<file path="config.mk">
export PLATFORM = sky130hd
export DESIGN_NAME = id3v2_text_frame_extractor
export DESIGN_NICKNAME = d
export VERILOG_FILES = /design/src/sv/id3tfe_pkg.sv /design/src/sv/id3tfe_parser.sv /design/src/sv/id3tfe_out_skid.sv /design/src/sv/id3v2_text_frame_extractor.sv
export SDC_FILE = /design/constraint.sdc
export NUM_CORES = 1
export LEC_CHECK = 0
export BUFFER_PORTS_ARGS = -buffer_cell sky130_fd_sc_hd__buf_2
export CAP_MARGIN = 25
export CORE_AREA = 2 2 147 149
export CTS_CLUSTER_DIAMETER = 100
export DETAILED_ROUTE_END_ITERATION = 7
export DIE_AREA = 0 0 149 151
export PLACE_DENSITY_LB_ADDON = 0.05
export SETUP_SLACK_MARGIN = 0.3
export SYNTH_ARGS = -nofsm -noshare
export SYNTH_HDL_FRONTEND = slang
export SYNTH_HIERARCHICAL = 1
export SYNTH_SLANG_ARGS = --single-unit
export TNS_END_PERCENT = 30
</file>
<file path="constraint.sdc">
create_clock -name i_clk -period 17.2 [get_ports i_clk]
set_clock_uncertainty 0.1 [all_clocks]
set_input_delay 3.44 -clock i_clk [delete_from_list [all_inputs] [get_ports i_clk]]
set_output_delay 3.44 -clock i_clk [all_outputs]
set_load 0.02 [all_outputs]
</file>
<file path="src/sv/id3tfe_pkg.sv">
`default_nettype none
// ----------------------------------------------------------------------------
// id3tfe_pkg
// Types, frame IDs and field lengths shared by the text frame extractor.
// ----------------------------------------------------------------------------
package id3tfe_pkg;

    // Tag header and frame header field lengths in bytes
    localparam int HEADER_BYTES = 10;
    localparam int ID_BYTES     = 4;
    localparam int SIZE_BYTES   = 4;
    localparam int FLAG_BYTES   = 2;

    localparam int NUM_KINDS = 6;

    // Text frame IDs, in tag_kind order
    localparam logic [31:0] KIND_IDS [NUM_KINDS] = '{
        32'h5449_5432,  // TIT2 title
        32'h5459_4552,  // TYER year
        32'h5450_4531,  // TPE1 artist
        32'h5441_4C42,  // TALB album
        32'h5443_4F4E,  // TCON genre
        32'h434F_4D4D   // COMM comment
    };

    // Configuration register indexes
    localparam logic CFG_TEXT_LIMIT   = 1'b0;
    localparam logic CFG_WANTED_COUNT = 1'b1;

    localparam logic [7:0] TEXT_LIMIT_RESET   = 8'd98;
    localparam logic [2:0] WANTED_COUNT_RESET = 3'd6;

    typedef enum logic [2:0] {
        PH_HEADER = 3'd0,
        PH_ID     = 3'd1,
        PH_SIZE   = 3'd2,
        PH_FLAGS  = 3'd3,
        PH_ENC    = 3'd4,
        PH_BODY   = 3'd5,
        PH_DONE   = 3'd6
    } t_phase;

    typedef struct packed {
        logic [2:0] tag_kind;
        logic [7:0] text_byte;
        logic       empty_text;
        logic       last_byte;
        logic       all_found;
    } t_result;

    // Returns kind plus one for a text frame ID, zero for anything else
    function automatic logic [2:0] lookup_kind(input logic [31:0] id);
        logic [2:0] k;
        k = 3'd0;
        for (int i = 0; i < NUM_KINDS; i++) begin
            if (id == KIND_IDS[i]) begin
                k = 3'(i + 1);
            end
        end
        return k;
    endfunction

endpackage
`default_nettype wire

</file>
<file path="src/sv/id3tfe_parser.sv">
`default_nettype none
// ----------------------------------------------------------------------------
// id3tfe_parser
// Byte-wide frame parser: header skip, frame header capture, text emission.
// ----------------------------------------------------------------------------
module id3tfe_parser (
    input  wire logic                 i_clk,
    input  wire logic                 i_rst_n,
    input  wire logic                 i_accept,
    input  wire logic [7:0]           i_byte,
    input  wire logic                 i_sof,
    input  wire logic                 i_cfg_we,
    input  wire logic                 i_cfg_index,
    input  wire logic [7:0]           i_cfg_data,
    output logic                      o_res_valid,
    output id3tfe_pkg::t_result       o_res
);

    id3tfe_pkg::t_phase r_phase, n_phase;
    logic [3:0]  r_cnt, n_cnt;
    logic [31:0] r_id, n_id;
    logic [31:0] r_size, n_size;
    logic [31:0] r_rem, n_rem;
    logic [7:0]  r_emitted, n_emitted;
    logic [2:0]  r_matched, n_matched;
    logic [2:0]  r_found, n_found;
    logic [7:0]  r_text_limit;
    logic [2:0]  r_wanted;

    // Start of file restarts the parser on this very byte
    id3tfe_pkg::t_phase cur_phase;
    logic [3:0]  cur_cnt;
    logic [31:0] cur_id, cur_size, cur_rem;
    logic [7:0]  cur_emitted;
    logic [2:0]  cur_matched, cur_found;

    logic [7:0]  limit;
    logic [2:0]  want;
    logic [3:0]  cnt_inc;
    logic [2:0]  found_inc;
    logic        done_hit;
    logic [2:0]  kind_hit;
    logic [31:0] rem_dec;
    logic [7:0]  emitted_inc;
    logic        last;

    always_comb begin
        cur_phase   = i_sof ? id3tfe_pkg::PH_HEADER : r_phase;
        cur_cnt     = i_sof ? 4'd0  : r_cnt;
        cur_id      = i_sof ? 32'd0 : r_id;
        cur_size    = i_sof ? 32'd0 : r_size;
        cur_rem     = i_sof ? 32'd0 : r_rem;
        cur_emitted = i_sof ? 8'd0  : r_emitted;
        cur_matched = i_sof ? 3'd0  : r_matched;
        cur_found   = i_sof ? 3'd0  : r_found;

        limit       = (r_text_limit == 8'd0) ? 8'd1 : r_text_limit;
        want        = (r_wanted == 3'd0) ? 3'd1 : r_wanted;
        cnt_inc     = cur_cnt + 4'd1;
        found_inc   = (cur_found == 3'd7) ? cur_found : cur_found + 3'd1;
        done_hit    = (found_inc >= want);
        kind_hit    = id3tfe_pkg::lookup_kind(cur_id);
        rem_dec     = cur_rem - 32'd1;
        emitted_inc = cur_emitted + 8'd1;
        last        = (emitted_inc >= limit) || (rem_dec == 32'd0);

        n_phase     = cur_phase;
        n_cnt       = cur_cnt;
        n_id        = cur_id;
        n_size      = cur_size;
        n_rem       = cur_rem;
        n_emitted   = cur_emitted;
        n_matched   = cur_matched;
        n_found     = cur_found;

        o_res_valid      = 1'b0;
        o_res.tag_kind   = cur_matched - 3'd1;
        o_res.text_byte  = i_byte;
        o_res.empty_text = 1'b0;
        o_res.last_byte  = 1'b0;
        o_res.all_found  = 1'b0;

        case (cur_phase)
            id3tfe_pkg::PH_HEADER: begin
                n_cnt = cnt_inc;
                if (cnt_inc >= 4'(id3tfe_pkg::HEADER_BYTES)) begin
                    n_cnt   = 4'd0;
                    n_phase = id3tfe_pkg::PH_ID;
                end
            end
            id3tfe_pkg::PH_ID: begin
                n_id  = {cur_id[23:0], i_byte};
                n_cnt = cnt_inc;
                if (cnt_inc >= 4'(id3tfe_pkg::ID_BYTES)) begin
                    n_cnt   = 4'd0;
                    n_phase = id3tfe_pkg::PH_SIZE;
                end
            end
            id3tfe_pkg::PH_SIZE: begin
                n_size = {cur_size[23:0], i_byte};
                n_cnt  = cnt_inc;
                if (cnt_inc >= 4'(id3tfe_pkg::SIZE_BYTES)) begin
                    n_cnt   = 4'd0;
                    n_phase = id3tfe_pkg::PH_FLAGS;
                end
            end
            id3tfe_pkg::PH_FLAGS: begin
                n_cnt = cnt_inc;
                if (cnt_inc >= 4'(id3tfe_pkg::FLAG_BYTES)) begin
                    n_cnt   = 4'd0;
                    // size-zero frames have no encoding byte
                    n_phase = (cur_size != 32'd0) ? id3tfe_pkg::PH_ENC
                                                  : id3tfe_pkg::PH_ID;
                end
            end
            id3tfe_pkg::PH_ENC: begin
                n_matched = kind_hit;
                n_rem     = cur_size - 32'd1;
                n_emitted = 8'd0;
                if (n_rem != 32'd0) begin
                    n_phase = id3tfe_pkg::PH_BODY;
                end else begin
                    n_phase = id3tfe_pkg::PH_ID;
                    if (kind_hit != 3'd0) begin
                        // matched frame holding only the encoding byte
                        o_res_valid      = 1'b1;
                        o_res.tag_kind   = kind_hit - 3'd1;
                        o_res.text_byte  = 8'd0;
                        o_res.empty_text = 1'b1;
                        o_res.last_byte  = 1'b1;
                        o_res.all_found  = done_hit;
                        n_found          = found_inc;
                        if (done_hit) begin
                            n_phase = id3tfe_pkg::PH_DONE;
                        end
                    end
                end
            end
            id3tfe_pkg::PH_BODY: begin
                n_rem = rem_dec;
                if (rem_dec == 32'd0) begin
                    n_phase = id3tfe_pkg::PH_ID;
                end
                if (cur_matched != 3'd0 && cur_emitted < limit) begin
                    o_res_valid     = 1'b1;
                    o_res.last_byte = last;
                    n_emitted       = emitted_inc;
                    if (last) begin
                        n_found         = found_inc;
                        o_res.all_found = done_hit;
                        if (done_hit) begin
                            n_phase = id3tfe_pkg::PH_DONE;
                        end
                    end
                end
            end
            id3tfe_pkg::PH_DONE: begin
                // ignore bytes until the next start of file
            end
            default: begin
                n_phase = id3tfe_pkg::PH_HEADER;
            end
        endcase
    end

    always_ff @(posedge i_clk) begin
        if (!i_rst_n) begin
            r_phase   <= id3tfe_pkg::PH_HEADER;
            r_cnt     <= 4'd0;
            r_id      <= 32'd0;
            r_size    <= 32'd0;
            r_rem     <= 32'd0;
            r_emitted <= 8'd0;
            r_matched <= 3'd0;
            r_found   <= 3'd0;
        end else if (i_accept) begin
            r_phase   <= n_phase;
            r_cnt     <= n_cnt;
            r_id      <= n_id;
            r_size    <= n_size;
            r_rem     <= n_rem;
            r_emitted <= n_emitted;
            r_matched <= n_matched;
            r_found   <= n_found;
        end
    end

    always_ff @(posedge i_clk) begin
        if (!i_rst_n) begin
            r_text_limit <= id3tfe_pkg::TEXT_LIMIT_RESET;
            r_wanted     <= id3tfe_pkg::WANTED_COUNT_RESET;
        end else if (i_cfg_we) begin
            case (i_cfg_index)
                id3tfe_pkg::CFG_TEXT_LIMIT:   r_text_limit <= i_cfg_data;
                id3tfe_pkg::CFG_WANTED_COUNT: r_wanted     <= i_cfg_data[2:0];
                default: begin
                end
            endcase
        end
    end

endmodule
`default_nettype wire

</file>
<file path="src/sv/id3tfe_out_skid.sv">
`default_nettype none
// ----------------------------------------------------------------------------
// id3tfe_out_skid
// Result register with a skid stage so input acceptance survives a stall.
// ----------------------------------------------------------------------------
module id3tfe_out_skid (
    input  wire logic                 i_clk,
    input  wire logic                 i_rst_n,
    input  wire logic                 i_push,
    input  wire id3tfe_pkg::t_result  i_push_data,
    output logic                      o_ready,
    output logic                      o_valid,
    output id3tfe_pkg::t_result       o_data,
    input  wire logic                 i_take_ready
);

    logic                r_main_valid;
    logic                r_skid_valid;
    id3tfe_pkg::t_result r_main;
    id3tfe_pkg::t_result r_skid;
    logic                main_free;

    assign main_free = !r_main_valid || i_take_ready;
    assign o_ready   = !r_skid_valid;
    assign o_valid   = r_main_valid;
    assign o_data    = r_main;

    always_ff @(posedge i_clk) begin
        if (!i_rst_n) begin
            r_main_valid <= 1'b0;
            r_skid_valid <= 1'b0;
        end else if (main_free) begin
            // drain the skid first; no push can arrive while it is full
            r_main_valid <= r_skid_valid || i_push;
            r_skid_valid <= 1'b0;
        end else if (i_push) begin
            r_skid_valid <= 1'b1;
        end
    end

    always_ff @(posedge i_clk) begin
        if (main_free) begin
            r_main <= r_skid_valid ? r_skid : i_push_data;
        end else if (i_push) begin
            r_skid <= i_push_data;
        end
    end

endmodule
`default_nettype wire

</file>
<file path="src/sv/id3v2_text_frame_extractor.sv">
`default_nettype none
// ----------------------------------------------------------------------------
// id3v2_text_frame_extractor
// Pulls the text of title, year, artist, album, genre and comment frames
// out of a byte stream of a tagged MP3 file.
//
// Slave stream: one file byte per beat in s_tdata, s_tuser set on the first
// byte of a file to restart parsing. Master stream: one result per beat,
// tuser carries the tag kind, tlast marks the final result of a frame.
// Configuration: i_cfg_we with i_cfg_index 0 writes the text limit, index 1
// the wanted frame count; write only while no beat is in flight.
// Throughput: one byte per cycle while s_tready is high. The parser state
// advances on each accepted byte, and its result is registered in the
// result register, or in the skid stage while the receiver stalls.
// Reset clears the parser, empties the output stage and loads text limit 98
// and wanted count 6. When the receiver stalls, the result register holds
// and one more result goes into the skid stage; s_tready drops only while
// the skid stage is full, and bytes that make no result are still taken.
// ----------------------------------------------------------------------------
module id3v2_text_frame_extractor (
    input  wire logic        i_clk,
    input  wire logic        i_rst_n,
    input  wire logic        i_s_tvalid,
    output logic             o_s_tready,
    input  wire logic [7:0]  i_s_tdata,   // [7:0] data_byte
    input  wire logic        i_s_tuser,   // [0] start_of_file
    output logic             o_m_tvalid,
    input  wire logic        i_m_tready,
    output logic [15:0]      o_m_tdata,   // [7:0] text_byte, [8] empty_text,
                                          // [9] all_found, [15:10] zero
    output logic [2:0]       o_m_tuser,   // [2:0] tag_kind
    output logic             o_m_tlast,   // last_byte
    input  wire logic        i_cfg_we,
    input  wire logic        i_cfg_index,
    input  wire logic [7:0]  i_cfg_data
);

    logic                accept;
    logic                res_valid;
    id3tfe_pkg::t_result res;
    id3tfe_pkg::t_result out_res;

    assign accept = i_s_tvalid && o_s_tready;

    id3tfe_parser u_parser (
        .i_clk       (i_clk),
        .i_rst_n     (i_rst_n),
        .i_accept    (accept),
        .i_byte      (i_s_tdata),
        .i_sof       (i_s_tuser),
        .i_cfg_we    (i_cfg_we),
        .i_cfg_index (i_cfg_index),
        .i_cfg_data  (i_cfg_data),
        .o_res_valid (res_valid),
        .o_res       (res)
    );

    id3tfe_out_skid u_out (
        .i_clk        (i_clk),
        .i_rst_n      (i_rst_n),
        .i_push       (accept && res_valid),
        .i_push_data  (res),
        .o_ready      (o_s_tready),
        .o_valid      (o_m_tvalid),
        .o_data       (out_res),
        .i_take_ready (i_m_tready)
    );

    assign o_m_tdata = {6'd0, out_res.all_found, out_res.empty_text, out_res.text_byte};
    assign o_m_tuser = out_res.tag_kind;
    assign o_m_tlast = out_res.last_byte;

    // the closing result of the final wanted frame ends its frame
    a_all_found_last: assert property (@(posedge i_clk) disable iff (!i_rst_n)
        o_m_tvalid && o_m_tdata[9] |-> o_m_tlast)
        else $error("all_found without last_byte");

    // an empty frame gives a single zero byte result
    a_empty_shape: assert property (@(posedge i_clk) disable iff (!i_rst_n)
        o_m_tvalid && o_m_tdata[8] |-> o_m_tlast && (o_m_tdata[7:0] == 8'd0))
        else $error("empty result not last or nonzero");

    // the skid stage only fills behind a full result register
    a_skid_behind_main: assert property (@(posedge i_clk) disable iff (!i_rst_n)
        !o_s_tready |-> o_m_tvalid)
        else $error("input stalled with empty output");

    a_kind_range: assert property (@(posedge i_clk) disable iff (!i_rst_n)
        o_m_tvalid |-> (o_m_tuser != 3'd6) && (o_m_tuser != 3'd7))
        else $error("tag kind out of range");

endmodule
`default_nettype wire
</file>
### Word-level counts from Yosys, hierarchy flattened

Cells that the tools add are included.

| operators by class | value |
|---|---|
| eq/ne operators | 13 |
| reductions and logical operators | 21 |
| $lt $le $gt $ge | 6 |
| mux-type cells | 56 |
| bitwise logic cells | 3 |
| $add $sub $neg | 7 |

Operator list:

| operator | number |
|---|---|
| $eq 32x31->1 const B | 6 |
| $mux 32 | 5 |
| $mux 3 | 25 |
| $pmux 32 s2 | 1 |
| $reduce_bool 32->1 | 2 |
| $sub 32x1->32 const B | 2 |
| $mux 14 | 3 |
| $logic_not 32->1 | 1 |
| $mux 8 | 3 |
| $pmux 3 s7 | 1 |
| $mux 4 | 4 |
| $pmux 8 s2 | 1 |
| $eq 3x3->1 const B | 4 |
| $mux 12 | 1 |
| $pmux 4 s3 | 1 |
| $add 8x1->8 const B | 1 |
| $ge 8x8->1 | 1 |
| $logic_not 8->1 | 1 |
| $lt 8x8->1 | 1 |
| $eq 3x2->1 const B | 2 |
| $logic_not 3->1 | 2 |
| $mux 2 | 3 |
| $pmux 3 s2 | 1 |
| $reduce_and 2->1 | 3 |
| 17 further kinds | 31 |

| storage, ports and cells | value |
|---|---|
| register bits after elaboration | 158 |

### Logic depth before layout (Yosys ltp)

| depth | value |
|---|---|
| word-level depth | 14 |
| mapped depth | 23 |
| depth with buffers taken out | 17 |

### Hierarchy

Netlist, hierarchy kept.

Modules (own cells, without submodules):

| module | sequential area each (um2) | cells each | area each (um2) | instances |
|---|---|---|---|---|
| id3tfe_parser | 2562.5 | 1193 | 9120.0 | 1 |
| id3tfe_out_skid | 880.8 | 53 | 1138.6 | 1 |
| id3v2_text_frame_extractor | 0.0 | 9 | 61.3 | 1 |

### Worst setup path after synthesis

Ideal clock, no wire load.

| timing | value |
|---|---|
| path type | input-to-reg |
| start point | input port i_s_tuser |
| end point | register u_out/r_skid[0] in the netlist's numbering (enable) |
| setup slack | 7.685 ns |
| stages on the path | 23 |
| data arrival time | 9.031 ns |
| data required time | 16.715 ns |
| cells stage by stage | clkbuf_1 -> buf_1 -> buf_2 -> clkbuf_1 -> clkbuf_1 -> clkbuf_1 -> clkbuf_1 -> nor2b_1 -> inv_1 -> ha_1 -> or4b_1 -> clkbuf_1 -> a2111oi_0 -> xnor2_1 -> nand4_1 -> or4bb_1 -> nor4_2 -> nand2_1 -> clkbuf_1 -> o21ai_0 -> and3_1 -> inv_1 -> nor2_1 |

| on the way | value |
|---|---|
| word-level cells in the longest chain between the ends | 14 |
| elaborated cells on any way between the ends | 31 |

RTL lines:

| element | line | RTL |
|---|---|---|
| from (decl) | id3v2_text_frame_extractor.sv:26 | `input wire logic i_s_tuser,` |
| $mux 32 | id3tfe_parser.sv:50 | `cur_id = i_sof ? 32'd0 : r_id;` |
| $eq 32x31->1 | id3tfe_pkg.sv:56 | `if (id == KIND_IDS[i]) begin` |
| $mux 1 | id3tfe_pkg.sv:56 |  |
| $mux 2 (2 in a row) | id3tfe_pkg.sv:56 |  |
| $mux 3 (3 in a row) | id3tfe_pkg.sv:56 |  |
| $reduce_bool 3->1 | id3tfe_parser.sv:124 | `if (kind_hit != 3'd0) begin` |
| $mux 1 | id3tfe_parser.sv:124 |  |
| $mux 1 | id3tfe_parser.sv:120 | `if (n_rem != 32'd0) begin` |
| $pmux 1 s2 (*) | id3tfe_parser.sv:83 | `case (cur_phase)` |
| via res_valid | id3v2_text_frame_extractor.sv:39 | `logic res_valid;` |
| $logic_and 1x1->1 (*) | id3v2_text_frame_extractor.sv:61 | `.i_push (accept && res_valid),` |
| $reduce_and 2->1 (no source line) (*) | - |  |
| to (signal assigned) | id3tfe_out_skid.sv:45 | `r_skid <= i_push_data;` |
| to (decl) | id3tfe_out_skid.sv:20 | `id3tfe_pkg::t_result r_skid;` |

The timed path passes the listed nets; every way through them passes the cells marked *.
A chain may end at the register's enable or synchronous reset.

### Worst setup path in the final report

| timing | value |
|---|---|
| start point | input port i_s_tuser |
| end point | register u_out/r_skid[12] in the netlist's numbering (enable) |

The elaborated chain is that of the path after synthesis.

==> summary.md <==
| Metric | Value |
|---|---|
| Via/cell ratio | `6.27` |
| Ports | `45` |
| Initial antenna violation count | `0` |
| CP required | `17.24 ns` |
| Final min period | `8.64 ns` |
| R2R setup slack | `11.52 ns` |
| Mapped Cells | `1255` |
| RePlAce Congestion | `0.950` |
| Final nets | `~1300` |
| Clk sink count | `158` |
| Placed insts | `1490` |
| Crit share post-route | `roughly 50%` |
| Core area | `20800 sq um` |
| Cell variety after synth | `between 80 and 90` |
| Layout cells sized above 1 | `11.0%` |
| Sequential area share after synthesis | `about a third` |
| Slew HR | `between 40% and 50%` |
| Worst Hold Class | `reg -> reg` |
| R2r worst-path depth | `15` |
| Final std cells w/o fill | `1522` |
| Fill cells | `1980` |
| DR vias | `9547` |
| Area of the multi-input gates | `6340 sq um` |
| H-tree lvl count | `4` |
| Worst hold path cell count | `2` |
| Synthesized area | `10300 sq um` |
| WL/cell | `20.6 um` |
| RSZ-0062 raised after global routing | `false` |
| Synth Area per Inst | `a little over 8 sq um` |
| Pleak | `4.14 nW` |
| Final Hold Vio Count | `0` |
| Signal arrival time at the worst endpoint | `8.69 ns` |
| Tot GR Track Use | `28.5%` |
| Crit Path Max Fanout | `46` |
| CTS Buffer Depth | `2` |
| Total CTS buffers | `17` |
| Starting density of the core | `49.6%` |
| Setup bufs post-CTS | `0` |
| Worst-path clk slew | `0.07 ns` |
| Setup TNS | `0 ns` |
| Flops & latches, synth | `roughly 160` |
| Syn-to-layout area delta | `8.16%` |
| Maximum vdd ir drop | `63.4 uV` |
| DRC | `0` |
| Largest net degree at the start of global routing | `74` |
| Hold endpoint | `u_parser/r_text_limit[7]` |
| Die footprint | `22500 sq um` |
| Crit. End Element | `flop` |
| PortBufs | `38` |
| Sequential Area | `3440 sq um` |
| # diodes | `0` |
| Synth Flop Type | `dfxtp_1` |
| Post-synth EDFFs | `28` |
| Final ANT Viol Nets | `0` |
| Worst reg2reg path endpoint | `u_out/r_skid[12]` |
| Ys Warns | `6` |
| Detailed placement HPWL | `roughly 22 mm` |
| Worst Hold Slack | `0.365 ns` |
| Worst Hold Launch | `u_parser/r_text_limit[7]` |
| Ys async rst share | `0%` |
| PnR worst setup slack | `8.56 ns` |
| Post-Place Worst Slack | `8.15 ns` |
| DRT Pass-1 Iters | `7` |
| Startpoint types | `input port` |
| WS Path Type | `in -> reg` |
| Final setup violation count | `0` |
| Cell Pwr Density | `77.6 nW/um^2` |
| Slew Viols, Final | `0` |
| Die W | `~150 um` |
| Worst-margin pin slew | `roughly 0.9 ns` |
| Cts hold-fix bufs | `0` |
| Commonest cells after routing, fill and taps aside | `130 x dfxtp_1, 112 x nor2b_1, 108 x nand2_1, 88 x nor2_1, 81 x a22oi_1` |
| Post-cts sizing count | `0` |
| Most common cell after layout, fill and taps aside | `dfxtp_1` |
| Congestion Overflow GR | `0` |
| FF-to-FF Start | `u_parser/r_size[0]` |
| Result of the run | `finished clean` |
| Design Power | `between 800 and 900 uW` |
| TritonCTS clock tree | `yes` |
| Vias in the first global route | `8817` |
| Maximum clock frequency | `116 MHz` |
| Routed wire length | `31.4 mm` |
| CTS Root Cell | `clkbuf_16` |
| Die height | `~150 um` |
| Row count | `53` |
| Iter 0 DRT Violations | `851` |
| Max_cap viols | `0` |
| Clock Latency Late Sink | `0.44 ns` |
| First-pass GRT wire length | `50.1 mm` |
-- worst max path at each step --
| stage | start | endpoint | slack [ns] | depth (start not counted) |
|---|---|---|---|---|
| 2_1_floorplan | i_s_tuser | u_out/r_skid[0] | 7.68 | 23 |
| 5_1_grt | i_s_tuser | u_out/r_skid[12] | 8.02 | 16 |
| 3_5_place_dp | i_s_tuser | u_out/r_skid[10] | 8.15 | 16 |
| 6_report | i_s_tuser | u_out/r_skid[12] | 8.56 | 16 |
| 4_1_cts | i_s_tuser | u_out/r_skid[12] | 8.60 | 16 |
| 3_3_place_gp | i_s_tuser | u_out/r_skid[9] | 8.10 | 15 |
-- kinds of logic (layout without fill, tap and decap cells) --
family / Yosys count / after routing / synth area share, %
other: 1 / 6 / 0.0363
AOI/OAI and AO/OA: 340 / 340 / 22.5
muxes: 25 / 25 / 2.95
buffers and inverters: 132 / 119 / 5.53
and+or+nand+nor: 532 / 532 / 28.8
adders and majority gates: 32 / 32 / 3.88
DFF: 158 / 158 / 33.4
xor gates and xnor gates: 35 / 35 / 2.97
-- per-stage QoR --
stage          util (%)  area, sq um
4_1_cts            53.6        11200
3_3_place_gp       50.6        10500
6_report           53.6        11200
3_5_place_dp       50.7        10600
2_1_floorplan         -        10300
5_1_grt            53.6        11200
-- synth_stat cells, types with 20 or more instances --
master	number	area share, %
o21ai_0	70	3.4
a21oi_1	54	2.6
nand3_1	31	1.5
nor3_1	30	1.5
inv_1	33	1.2
clkbuf_1	73	2.7
dfxtp_1	130	25
nor2b_1	112	6.8
a22oi_1	81	5.9
nor2_1	88	3.2
edfxtp_1	28	8.1
a21boi_0	20	1.5
nor4_1	32	1.9
ha_1	32	3.9
nand2_1	108	3.9
-- registers in the layout, summed over array words and instances (netlist names) --
| name | flops |
|---|---|
| u_parser/r_id | 32 |
| u_parser/r_rem | 32 |
| u_parser/r_size | 32 |
| u_out/o_data | 14 |
| u_out/r_skid | 14 |
| u_parser/r_emitted | 8 |
| u_parser/r_text_limit | 8 |
| u_parser/r_cnt | 4 |
| u_parser/r_found | 3 |
| u_parser/r_matched | 3 |
| u_parser/r_phase | 3 |
| u_parser/r_wanted | 3 |
| u_out/o_valid | 1 |
| u_out/r_skid_valid | 1 |
-- report_power, final --
part	total (mW)	leakage [nW]	switching, mW	internal (mW)
logic	0.0926	2.51	0.0608	0.0318
clock network	0.389	0.300	0.180	0.208
registers	0.384	1.32	0.00489	0.380
total	0.866	4.14	0.246	0.620
-- routing by layer --
layer  vias up  wire, um  part of all wire, %  GRT usage (%)
met5         -         0                    0              0
met1      4546     14100                   45           38.5
li1       4571         -                    -              -
met2       372     14500                   46           46.2
met3        58      1910                  6.1           4.37
met4         0       960                  3.1           10.3
-- worst max-delay path, cell delays in order --
cell,delay [ns]
buf_4,0.42
inv_1,0.11
nand2_1,0.14
ha_1,0.50
or4b_1,0.67
a2111oi_0,0.55
xnor2_1,0.24
nand4_1,0.12
or4bb_1,0.54
nor4_2,0.32
nand2_1,0.37
o21ai_0,0.15
and3_1,0.22
inv_1,0.05
nor2_1,0.52
buf_4,0.28
-- area by class of cell --
cell class              instances  share of cell area (%)
clock buffers                  17                    3.81
clock inverters                15                    1.55
inverters                      35                    1.18
multi-input cells             970                    56.8
flip-flops and latches        158                    30.8
well taps                     275                    3.08
repair buffers                 52                    2.72
Power figures use the tool's default switching activity.
